[src/rtl/qcr_pkg.sv]
`timescale 1ns / 1ps

package qcr_pkg;

    localparam logic [1:0] CMD_SAMPLE = 2'd0;
    localparam logic [1:0] CMD_TICK   = 2'd1;
    localparam logic [1:0] CMD_CLEAR  = 2'd2;

    localparam int CFG_IDX_W = 2;
    localparam logic [CFG_IDX_W-1:0] CFG_COUNTS_PER_REV = 2'd0;
    localparam logic [CFG_IDX_W-1:0] CFG_UPDATE_MS      = 2'd1;

    localparam logic [15:0] COUNTS_PER_REV_RST = 16'd1024;
    localparam logic [9:0]  UPDATE_MS_RST      = 10'd5;

    localparam int RPM_SCALE       = 60000;
    localparam int PROD_W          = 48;
    localparam int DVS_W           = 26;
    localparam int DIV_STEPS       = PROD_W;
    localparam int QUEUE_DEPTH_DEF = 4;

    typedef struct packed {
        logic [1:0]  cmd;
        logic        pin_a;
        logic        pin_b;
        logic [15:0] right_counter_raw;
    } in_item_t;

    typedef struct packed {
        logic signed [31:0] left_position;
        logic signed [15:0] right_position;
        logic signed [31:0] left_speed_rpm;
        logic signed [31:0] right_speed_rpm;
    } out_item_t;

    typedef enum logic [1:0] {
        OP_SAMPLE,
        OP_TICK,
        OP_CLEAR,
        OP_NOP
    } op_t;

    typedef struct packed {
        op_t         op;
        logic        pin_a;
        logic        pin_b;
        logic [15:0] raw;
    } q_entry_t;

    typedef struct packed {
        logic     valid;
        q_entry_t entry;
    } q_head_t;

    typedef enum logic [2:0] {
        ST_IDLE,
        ST_MUL,
        ST_PREP,
        ST_DIV,
        ST_SAT,
        ST_EMIT
    } back_state_t;

endpackage

[src/rtl/qcr_front.sv]
`timescale 1ns / 1ps

module qcr_front
    import qcr_pkg::*;
#(
    parameter int QUEUE_DEPTH = QUEUE_DEPTH_DEF
)
(
    input  logic     clk,
    input  logic     rst_n,
    input  logic     in_valid,
    output logic     in_stall,
    input  in_item_t in_data,
    output q_head_t  head,
    input  logic     pop
);

    localparam int PTR_W = (QUEUE_DEPTH > 1) ? $clog2(QUEUE_DEPTH) : 1;
    localparam int CNT_W = $clog2(QUEUE_DEPTH + 1);

    q_entry_t           mem_reg [QUEUE_DEPTH];
    logic [PTR_W-1:0]   wr_ptr_reg;
    logic [PTR_W-1:0]   wr_ptr_next;
    logic [PTR_W-1:0]   rd_ptr_reg;
    logic [PTR_W-1:0]   rd_ptr_next;
    logic [CNT_W-1:0]   count_reg;
    logic [CNT_W-1:0]   count_next;
    logic               push;
    logic               do_pop;
    q_entry_t           classified;

    // classify the incoming transaction
    always_comb
    begin
        classified.pin_a = in_data.pin_a;
        classified.pin_b = in_data.pin_b;
        classified.raw   = in_data.right_counter_raw;
        case (in_data.cmd)
            CMD_SAMPLE: classified.op = OP_SAMPLE;
            CMD_TICK:   classified.op = OP_TICK;
            CMD_CLEAR:  classified.op = OP_CLEAR;
            default:    classified.op = OP_NOP;
        endcase
    end

    assign in_stall    = (count_reg == CNT_W'(QUEUE_DEPTH));
    assign push        = in_valid && !in_stall;
    assign do_pop      = pop && (count_reg != '0);
    assign head.valid  = (count_reg != '0);
    assign head.entry  = mem_reg[rd_ptr_reg];

    always_comb
    begin
        wr_ptr_next = wr_ptr_reg;
        rd_ptr_next = rd_ptr_reg;
        count_next  = count_reg;
        if (push)
        begin
            wr_ptr_next = (wr_ptr_reg == PTR_W'(QUEUE_DEPTH - 1)) ? '0 : wr_ptr_reg + 1'b1;
        end
        if (do_pop)
        begin
            rd_ptr_next = (rd_ptr_reg == PTR_W'(QUEUE_DEPTH - 1)) ? '0 : rd_ptr_reg + 1'b1;
        end
        if (push && !do_pop)
        begin
            count_next = count_reg + 1'b1;
        end
        else if (do_pop && !push)
        begin
            count_next = count_reg - 1'b1;
        end
    end

    always_ff @(posedge clk or negedge rst_n)
    begin
        if (!rst_n)
        begin
            wr_ptr_reg <= '0;
            rd_ptr_reg <= '0;
            count_reg  <= '0;
        end
        else
        begin
            wr_ptr_reg <= wr_ptr_next;
            rd_ptr_reg <= rd_ptr_next;
            count_reg  <= count_next;
        end
    end

    always_ff @(posedge clk)
    begin
        if (push)
        begin
            mem_reg[wr_ptr_reg] <= classified;
        end
    end

endmodule

[src/rtl/qcr_back.sv]
`timescale 1ns / 1ps

module qcr_back
    import qcr_pkg::*;
(
    input  logic        clk,
    input  logic        rst_n,
    input  logic [15:0] counts_per_rev,
    input  logic [9:0]  update_period_ms,
    input  q_head_t     head,
    output logic        pop,
    output logic        out_valid,
    input  logic        out_stall,
    output out_item_t   out_data
);

    localparam logic signed [PROD_W-1:0] SCALE_S   = PROD_W'(RPM_SCALE);
    localparam logic [PROD_W-1:0]        POS_LIMIT = PROD_W'(32'h7FFF_FFFF);
    localparam logic [PROD_W-1:0]        NEG_LIMIT = PROD_W'(32'h8000_0000);
    localparam int                       CNT_W     = $clog2(DIV_STEPS);

    back_state_t               st_reg;
    back_state_t               st_next;

    logic [31:0]               edge_reg;
    logic [31:0]               edge_next;
    logic                      last_a_reg;
    logic                      last_a_next;
    logic                      a_known_reg;
    logic                      a_known_next;
    logic [31:0]               lprev_reg;
    logic [31:0]               lprev_next;
    logic signed [15:0]        rprev_reg;
    logic signed [15:0]        rprev_next;
    logic [31:0]               lspd_reg;
    logic [31:0]               lspd_next;
    logic [31:0]               rspd_reg;
    logic [31:0]               rspd_next;

    logic signed [31:0]        ldelta_reg;
    logic signed [31:0]        ldelta_next;
    logic signed [16:0]        rdelta_reg;
    logic signed [16:0]        rdelta_next;
    logic                      sel_reg;
    logic                      sel_next;
    logic signed [PROD_W-1:0]  prod_reg;
    logic signed [PROD_W-1:0]  prod_next;
    logic [DVS_W-1:0]          dvs_reg;
    logic [DVS_W-1:0]          dvs_next;
    logic                      neg_reg;
    logic                      neg_next;
    logic [DVS_W-1:0]          rem_reg;
    logic [DVS_W-1:0]          rem_next;
    logic [PROD_W-1:0]         quo_reg;
    logic [PROD_W-1:0]         quo_next;
    logic [CNT_W-1:0]          cnt_reg;
    logic [CNT_W-1:0]          cnt_next;

    logic                      out_valid_reg;
    logic                      out_valid_next;
    out_item_t                 out_data_reg;
    out_item_t                 out_data_next;

    logic                      out_free;
    logic                      take;
    logic                      out_load;
    logic signed [31:0]        mul_op;
    logic [DVS_W:0]            trial;
    logic [31:0]               sat_val;
    logic [31:0]               lnow;
    logic signed [15:0]        rnow;

    assign out_free  = !out_valid_reg || !out_stall;
    assign take      = (st_reg == ST_IDLE) && head.valid && out_free;
    assign pop       = take;
    assign out_valid = out_valid_reg;
    assign out_data  = out_data_reg;

    assign lnow   = 32'd0 - {edge_reg[30:0], 1'b0};
    assign rnow   = signed'(head.entry.raw);
    assign mul_op = sel_reg ? 32'(rdelta_reg) : ldelta_reg;
    assign trial  = {rem_reg, quo_reg[PROD_W-1]};

    always_comb
    begin
        if (dvs_reg == '0)
        begin
            sat_val = 32'd0;
        end
        else if (neg_reg)
        begin
            sat_val = (quo_reg > NEG_LIMIT) ? 32'h8000_0000 : 32'd0 - quo_reg[31:0];
        end
        else
        begin
            sat_val = (quo_reg > POS_LIMIT) ? 32'h7FFF_FFFF : quo_reg[31:0];
        end
    end

    // next state
    always_comb
    begin
        st_next = st_reg;
        case (st_reg)
            ST_IDLE:
            begin
                if (take && (head.entry.op == OP_TICK))
                begin
                    st_next = ST_MUL;
                end
            end
            ST_MUL:  st_next = ST_PREP;
            ST_PREP: st_next = ST_DIV;
            ST_DIV:
            begin
                if (cnt_reg == CNT_W'(DIV_STEPS - 1))
                begin
                    st_next = ST_SAT;
                end
            end
            ST_SAT:  st_next = sel_reg ? ST_EMIT : ST_MUL;
            ST_EMIT:
            begin
                if (out_free)
                begin
                    st_next = ST_IDLE;
                end
            end
            default: st_next = ST_IDLE;
        endcase
    end

    // datapath and outputs
    always_comb
    begin
        edge_next      = edge_reg;
        last_a_next    = last_a_reg;
        a_known_next   = a_known_reg;
        lprev_next     = lprev_reg;
        rprev_next     = rprev_reg;
        lspd_next      = lspd_reg;
        rspd_next      = rspd_reg;
        ldelta_next    = ldelta_reg;
        rdelta_next    = rdelta_reg;
        sel_next       = sel_reg;
        prod_next      = prod_reg;
        dvs_next       = dvs_reg;
        neg_next       = neg_reg;
        rem_next       = rem_reg;
        quo_next       = quo_reg;
        cnt_next       = cnt_reg;
        out_load       = 1'b0;
        case (st_reg)
            ST_IDLE:
            begin
                if (take)
                begin
                    case (head.entry.op)
                        OP_SAMPLE:
                        begin
                            out_load = 1'b1;
                            if (!a_known_reg)
                            begin
                                last_a_next  = head.entry.pin_a;
                                a_known_next = 1'b1;
                            end
                            else if (head.entry.pin_a != last_a_reg)
                            begin
                                last_a_next = head.entry.pin_a;
                                if (head.entry.pin_a != head.entry.pin_b)
                                begin
                                    edge_next = edge_reg + 32'd1;
                                end
                                else
                                begin
                                    edge_next = edge_reg - 32'd1;
                                end
                            end
                        end
                        OP_TICK:
                        begin
                            ldelta_next = signed'(lnow - lprev_reg);
                            rdelta_next = 17'(rnow) - 17'(rprev_reg);
                            lprev_next  = lnow;
                            rprev_next  = rnow;
                            sel_next    = 1'b0;
                        end
                        OP_CLEAR:
                        begin
                            out_load  = 1'b1;
                            edge_next = 32'd0;
                        end
                        default:
                        begin
                            out_load = 1'b1;
                        end
                    endcase
                end
            end
            ST_MUL:
            begin
                prod_next = PROD_W'(mul_op) * SCALE_S;
                dvs_next  = DVS_W'(counts_per_rev) * DVS_W'(update_period_ms);
            end
            ST_PREP:
            begin
                neg_next = prod_reg[PROD_W-1];
                quo_next = prod_reg[PROD_W-1] ? PROD_W'(-prod_reg) : PROD_W'(prod_reg);
                rem_next = '0;
                cnt_next = '0;
            end
            ST_DIV:
            begin
                cnt_next = cnt_reg + 1'b1;
                if (trial >= {1'b0, dvs_reg})
                begin
                    rem_next = DVS_W'(trial - {1'b0, dvs_reg});
                    quo_next = {quo_reg[PROD_W-2:0], 1'b1};
                end
                else
                begin
                    rem_next = trial[DVS_W-1:0];
                    quo_next = {quo_reg[PROD_W-2:0], 1'b0};
                end
            end
            ST_SAT:
            begin
                if (sel_reg)
                begin
                    rspd_next = sat_val;
                end
                else
                begin
                    lspd_next = sat_val;
                    sel_next  = 1'b1;
                end
            end
            ST_EMIT:
            begin
                out_load = out_free;
            end
            default:
            begin
                out_load = 1'b0;
            end
        endcase

        out_data_next.left_position   = signed'(32'd0 - {edge_next[30:0], 1'b0});
        out_data_next.right_position  = rprev_next;
        out_data_next.left_speed_rpm  = signed'(lspd_next);
        out_data_next.right_speed_rpm = signed'(rspd_next);

        if (out_load)
        begin
            out_valid_next = 1'b1;
        end
        else if (!out_stall)
        begin
            out_valid_next = 1'b0;
        end
        else
        begin
            out_valid_next = out_valid_reg;
        end
    end

    always_ff @(posedge clk or negedge rst_n)
    begin
        if (!rst_n)
        begin
            st_reg        <= ST_IDLE;
            edge_reg      <= '0;
            last_a_reg    <= 1'b0;
            a_known_reg   <= 1'b0;
            lprev_reg     <= '0;
            rprev_reg     <= '0;
            lspd_reg      <= '0;
            rspd_reg      <= '0;
            sel_reg       <= 1'b0;
            cnt_reg       <= '0;
            out_valid_reg <= 1'b0;
        end
        else
        begin
            st_reg        <= st_next;
            edge_reg      <= edge_next;
            last_a_reg    <= last_a_next;
            a_known_reg   <= a_known_next;
            lprev_reg     <= lprev_next;
            rprev_reg     <= rprev_next;
            lspd_reg      <= lspd_next;
            rspd_reg      <= rspd_next;
            sel_reg       <= sel_next;
            cnt_reg       <= cnt_next;
            out_valid_reg <= out_valid_next;
        end
    end

    always_ff @(posedge clk)
    begin
        ldelta_reg <= ldelta_next;
        rdelta_reg <= rdelta_next;
        prod_reg   <= prod_next;
        dvs_reg    <= dvs_next;
        neg_reg    <= neg_next;
        rem_reg    <= rem_next;
        quo_reg    <= quo_next;
        if (out_load)
        begin
            out_data_reg <= out_data_next;
        end
    end

endmodule

[src/rtl/quadrature_count_and_rpm.sv]
`timescale 1ns / 1ps

// channel  handshake          payload
// in       in_valid/in_stall  in_data    (in_item_t)
// out      out_valid/out_stall out_data  (out_item_t)
// cfg      cfg_valid/cfg_ready cfg_index, cfg_data
//
// sample, clear and unused commands: one per cycle in back end while not stalled
// speed tick: runs through the shared one-bit-per-cycle restoring divider
//   (multiply, prepare, 48 divide steps, saturate; once per wheel)
// reset clears the decoder state, previous positions, speeds and the queue
// the input queue holds up to QUEUE_DEPTH transactions while the back end divides
//   or out_stall holds; in_stall is high while it is full

module quadrature_count_and_rpm
    import qcr_pkg::*;
#(
    parameter int QUEUE_DEPTH = QUEUE_DEPTH_DEF
)
(
    input  logic                 clk,
    input  logic                 rst_n,
    input  logic                 in_valid,
    output logic                 in_stall,
    input  in_item_t             in_data,
    output logic                 out_valid,
    input  logic                 out_stall,
    output out_item_t            out_data,
    input  logic                 cfg_valid,
    output logic                 cfg_ready,
    input  logic [CFG_IDX_W-1:0] cfg_index,
    input  logic [31:0]          cfg_data
);

    logic [15:0] cpr_reg;
    logic [9:0]  upd_reg;
    q_head_t     head;
    logic        pop;

    assign cfg_ready = 1'b1;

    always_ff @(posedge clk or negedge rst_n)
    begin
        if (!rst_n)
        begin
            cpr_reg <= COUNTS_PER_REV_RST;
            upd_reg <= UPDATE_MS_RST;
        end
        else if (cfg_valid && cfg_ready)
        begin
            case (cfg_index)
                CFG_COUNTS_PER_REV: cpr_reg <= cfg_data[15:0];
                CFG_UPDATE_MS:      upd_reg <= cfg_data[9:0];
                default:
                begin
                    cpr_reg <= cpr_reg;
                end
            endcase
        end
    end

    qcr_front #(
        .QUEUE_DEPTH (QUEUE_DEPTH)
    ) u_front (
        .clk      (clk),
        .rst_n    (rst_n),
        .in_valid (in_valid),
        .in_stall (in_stall),
        .in_data  (in_data),
        .head     (head),
        .pop      (pop)
    );

    qcr_back u_back (
        .clk              (clk),
        .rst_n            (rst_n),
        .counts_per_rev   (cpr_reg),
        .update_period_ms (upd_reg),
        .head             (head),
        .pop              (pop),
        .out_valid        (out_valid),
        .out_stall        (out_stall),
        .out_data         (out_data)
    );

endmodule
[config.mk]
export PLATFORM = sky130hd
export DESIGN_NAME = quadrature_count_and_rpm
export DESIGN_NICKNAME = d
export VERILOG_FILES = /design/src/rtl/qcr_pkg.sv /design/src/rtl/qcr_front.sv /design/src/rtl/qcr_back.sv /design/src/rtl/quadrature_count_and_rpm.sv
export SDC_FILE = /design/constraint.sdc
export NUM_CORES = 2
export LEC_CHECK = 0
export ABC_AREA = 1
export BUFFER_PORTS_ARGS = -buffer_cell sky130_fd_sc_hd__buf_2
export CORE_ASPECT_RATIO = 0.9
export CORE_UTILIZATION = 30
export DETAILED_ROUTE_END_ITERATION = 10
export PLACE_DENSITY = 0.53
export SYNTH_ARGS = -nofsm -noshare
export SYNTH_HDL_FRONTEND = slang
export SYNTH_HIERARCHICAL = 1
export SYNTH_SLANG_ARGS = --single-unit
[constraint.sdc]
create_clock -name clk -period 9.6 [get_ports clk]
set_clock_uncertainty 0.1 [all_clocks]
set_input_delay 0.48 -clock clk [delete_from_list [all_inputs] [get_ports clk]]
set_output_delay 0.48 -clock clk [all_outputs]
set_load 0.005 [all_outputs]
==> impl_metrics.ini <==
[sta]
tns_ps = 0
finalWorstSetupSlack_ps = 2760
rsz0062_at_grt = false
setup_viol = 0
relSlewSlack_pct = 33.1
hold_violations = 0
finalMaxSlewViolations = 0
clock.fmax_mhz = 146
period_minus_slack_ps = 6840
fin_crit_sh_pct = 71.2
max_slew.worst_pin.slew_ps = 1000

[cts]
cts_tree = yes
cts.sinks = 571
cts_hold_buffers = 39
post_cts_buffers = 0
h-tree-depth = 3
cts_made_buffers = 71
cts.clk_slew.worst_paths_ps = 60
cts-root-buf = clkbuf_16
cts.repair.resized = 0
insertion_delay_ps = 670
clockBufferDepth = 3

[yosys]
yosysSeqAreaShare_pct = 36.7
syn_nets = 5772
synthesis.area_mm2 = 0.0441
ys_ff_latch = 571
synthArstFlopShare_pct = 32.9
yosysUniqueCellTypes = 66
synth-warning-count = 6
synthTopCellsByCount = nand2_1 (1178), inv_1 (966), edfxtp_1 (383), ha_1 (344), nor2_1 (336)
synth_edf_count = 383
synth.area.top_cells = edfxtp_1 (26%), fa_1 (12%), dfrtp_1 (10%)
yosysMostFrequentCell = nand2_1
syn_avg_cell_area_um2 = 8.63
synth_top_area_share_pct = 26.1
synthCells = 5112
yosysTopAreaCell = edfxtp_1
synthFlopType = edfxtp_1

[detailed_routing]
first_iter_violations = 1932
ant_nets = 0
drc = 0
drt_first_pass_iters = 5
via_count = 33100
vias_per_cell = 4.54
wl_per_cell_um = 15.1
routed_wl_um = 110000

[die]
fp-row-count = 133
io_pins = 174
core_mm2 = 0.146
start_util_pct = 30.2
dieWidth_um = 406
die_h_um = 366
die-area_mm2 = 0.149

[placement]
dpl.hpwl_um = 85300
portBuffers = 155
dpl-instance-area_mm2 = 0.0470
finalWeightedCongestion = 0.886
dpl_worst_slack_ps = 2720

[outcome]
status = finished, final reports clean

[worst_setup_path]
endpoint_kind = flip-flop
crit_top_cell = inv_1
max_stage_delay_ps = 710
worstPathRequired_ps = 9880
worstSetupPathType = reg -> reg
cp_cell_sequence = inv_1 -> nand2_1 -> nand2_1 -> ha_1 -> inv_1 -> fa_1 -> inv_1 -> fa_1 -> inv_1 -> fa_1 -> fa_1 -> inv_1 -> ha_1 -> a21oi_1 -> o21ai_0 -> a21oi_1 -> nand2_1 -> a21oi_1 -> o21ai_0 -> a21oi_1 -> o21ai_0 -> xor2_1
cp.arrival_ps = 7120
path_max_fanout = 33
cp-start-kind = flip-flop
crit_path_top_delay_cell = dfrtp_1

[grt]
grt.overflow.total = 0
grt_max_degree = 87
grt_pass1_vias = 33500
antenna_found_initial = 0
grt_pass1_wl_um = 179000
grt_usage_pct = 15.0

[final_layout]
layout.nets = 5934
synthToLayoutAreaGrowth_pct = 12.6
postLayoutCoreUtil_pct = 34.0
largest_reg_flops = 111
final_area_mm2 = 0.0497
n_fill_cell = 15300
drive_gt1_share_pct = 7.50

[worst_hold_path]
hp-class = in -> reg

[flow_run]
cap_violations = 0
==> path summary, 6_finish.rpt <==
check | from | endpoint | slack [ps] | cells past startpoint
worst max-delay path | u_back/sel_reg$_DFFE_PN0P_ | u_back/prod_reg[42]$_DFFE_PP_ | 2760 | 22
worst min-delay path | cfg_index[1] | cpr_reg[5]$_DFFE_PN0P_ | 80 | 4
worst max register to register | u_back/sel_reg$_DFFE_PN0P_ | u_back/prod_reg[42]$_DFFE_PP_ | 2760 | 22
worst min register to register | u_back/lprev_reg[18]$_DFFE_PN0P_ | u_back/lprev_reg[18]$_DFFE_PN0P_ | 380 | 2
max in group asynchronous | rst_n | u_back/edge_reg[17]$_DFF_PN0_ | 7690 | 3
min in group asynchronous | rst_n | u_back/rspd_reg[22]$_DFF_PN0_ | 280 | 2
==> cell type report <==
cell class | instances | area [µm²] | area share (%)
Sequential cell | 571 | 16200 | 32.6
Inverter | 978 | 3680 | 7.39
Timing Repair Buffer | 216 | 1340 | 2.70
Multi-Input combinational cell | 3436 | 23700 | 47.7
Tap cell | 1957 | 2450 | 4.93
Clock inverter | 35 | 340 | 0.685
Clock buffer | 94 | 2000 | 4.02
Antenna cell | 2 | 5.00 | 0.0101
==> routing by layer <==
layer  part of all wire, %  wire length [µm]  GRT usage, %  vias up
met5                     0                 0             0        -
met4                   2.3              2490          4.17        0
met3                   3.9              4290          2.12      127
met2                    45             49000          24.0      590
met1                    49             54000          21.0    15700
li1                      -                 -             -    16700
==> cell usage in the layout (no fill, tap or decap), types with 9 or more instances in the layout <==
cell type	n
nand2_1	1178
inv_1	965
edfxtp_1	383
ha_1	344
nor2_1	327
fa_1	257
a21oi_1	232
o21ai_0	222
nand3_1	191
dfrtp_1	184
xor2_1	156
buf_2	154
clkbuf_16	74
nand4_1	72
xnor2_1	72
o21a_1	55
o211ai_1	46
dlygate4sd3_1	39
nor3_1	35
o21ai_1	23
buf_4	22
nor2_2	19
nor4_1	19
a21o_1	18
nor2_4	15
clkbuf_1	13
nand2_2	12
o21bai_1	12
mux2_2	12
a31oi_1	10
clkinv_1	9
clkinv_2	9
inv_2	9
and2_1	9
==> cells by family (layout without fill, tap and decap cells) <==
logic type                 after synthesis  after routing  share of synthesized area [%]
adders and majority gates              601            601                           21.4
xor gates and xnor gates               229            229                           4.54
DFF                                    571            571                           36.7
buffers and inverters                 1105           1323                           9.73
other                                    2              4                         0.0170
AOI/OAI and AO/OA                      669            669                           8.72
and+or+nand+nor                       1921           1921                           18.5
muxes                                   14             14                          0.352
==> worst max-delay path: cells and delay by family, from the launching register on <==
family	cells	cell delay, ps
flops	1	710
simple gates	3	490
compound gates	7	1370
buf+inv	5	830
fa+ha+maj	6	2870
xor+xnor	1	150
==> stage by stage <==
| stage | instances | hold slack, ps |
|---|---|---|
| after CTS | 7287 | 7.82 |
| after floorplan | 5112 | 84.4 |
| after global routing | 7287 | 79.1 |
| after global placement | 7119 | 366 |
| after detailed placement | 7119 | 373 |
| final | 7289 | 80.3 |
Power is not shown: default switching activity piles up to over one toggle a cycle in this logic, so the estimate is an artifact.
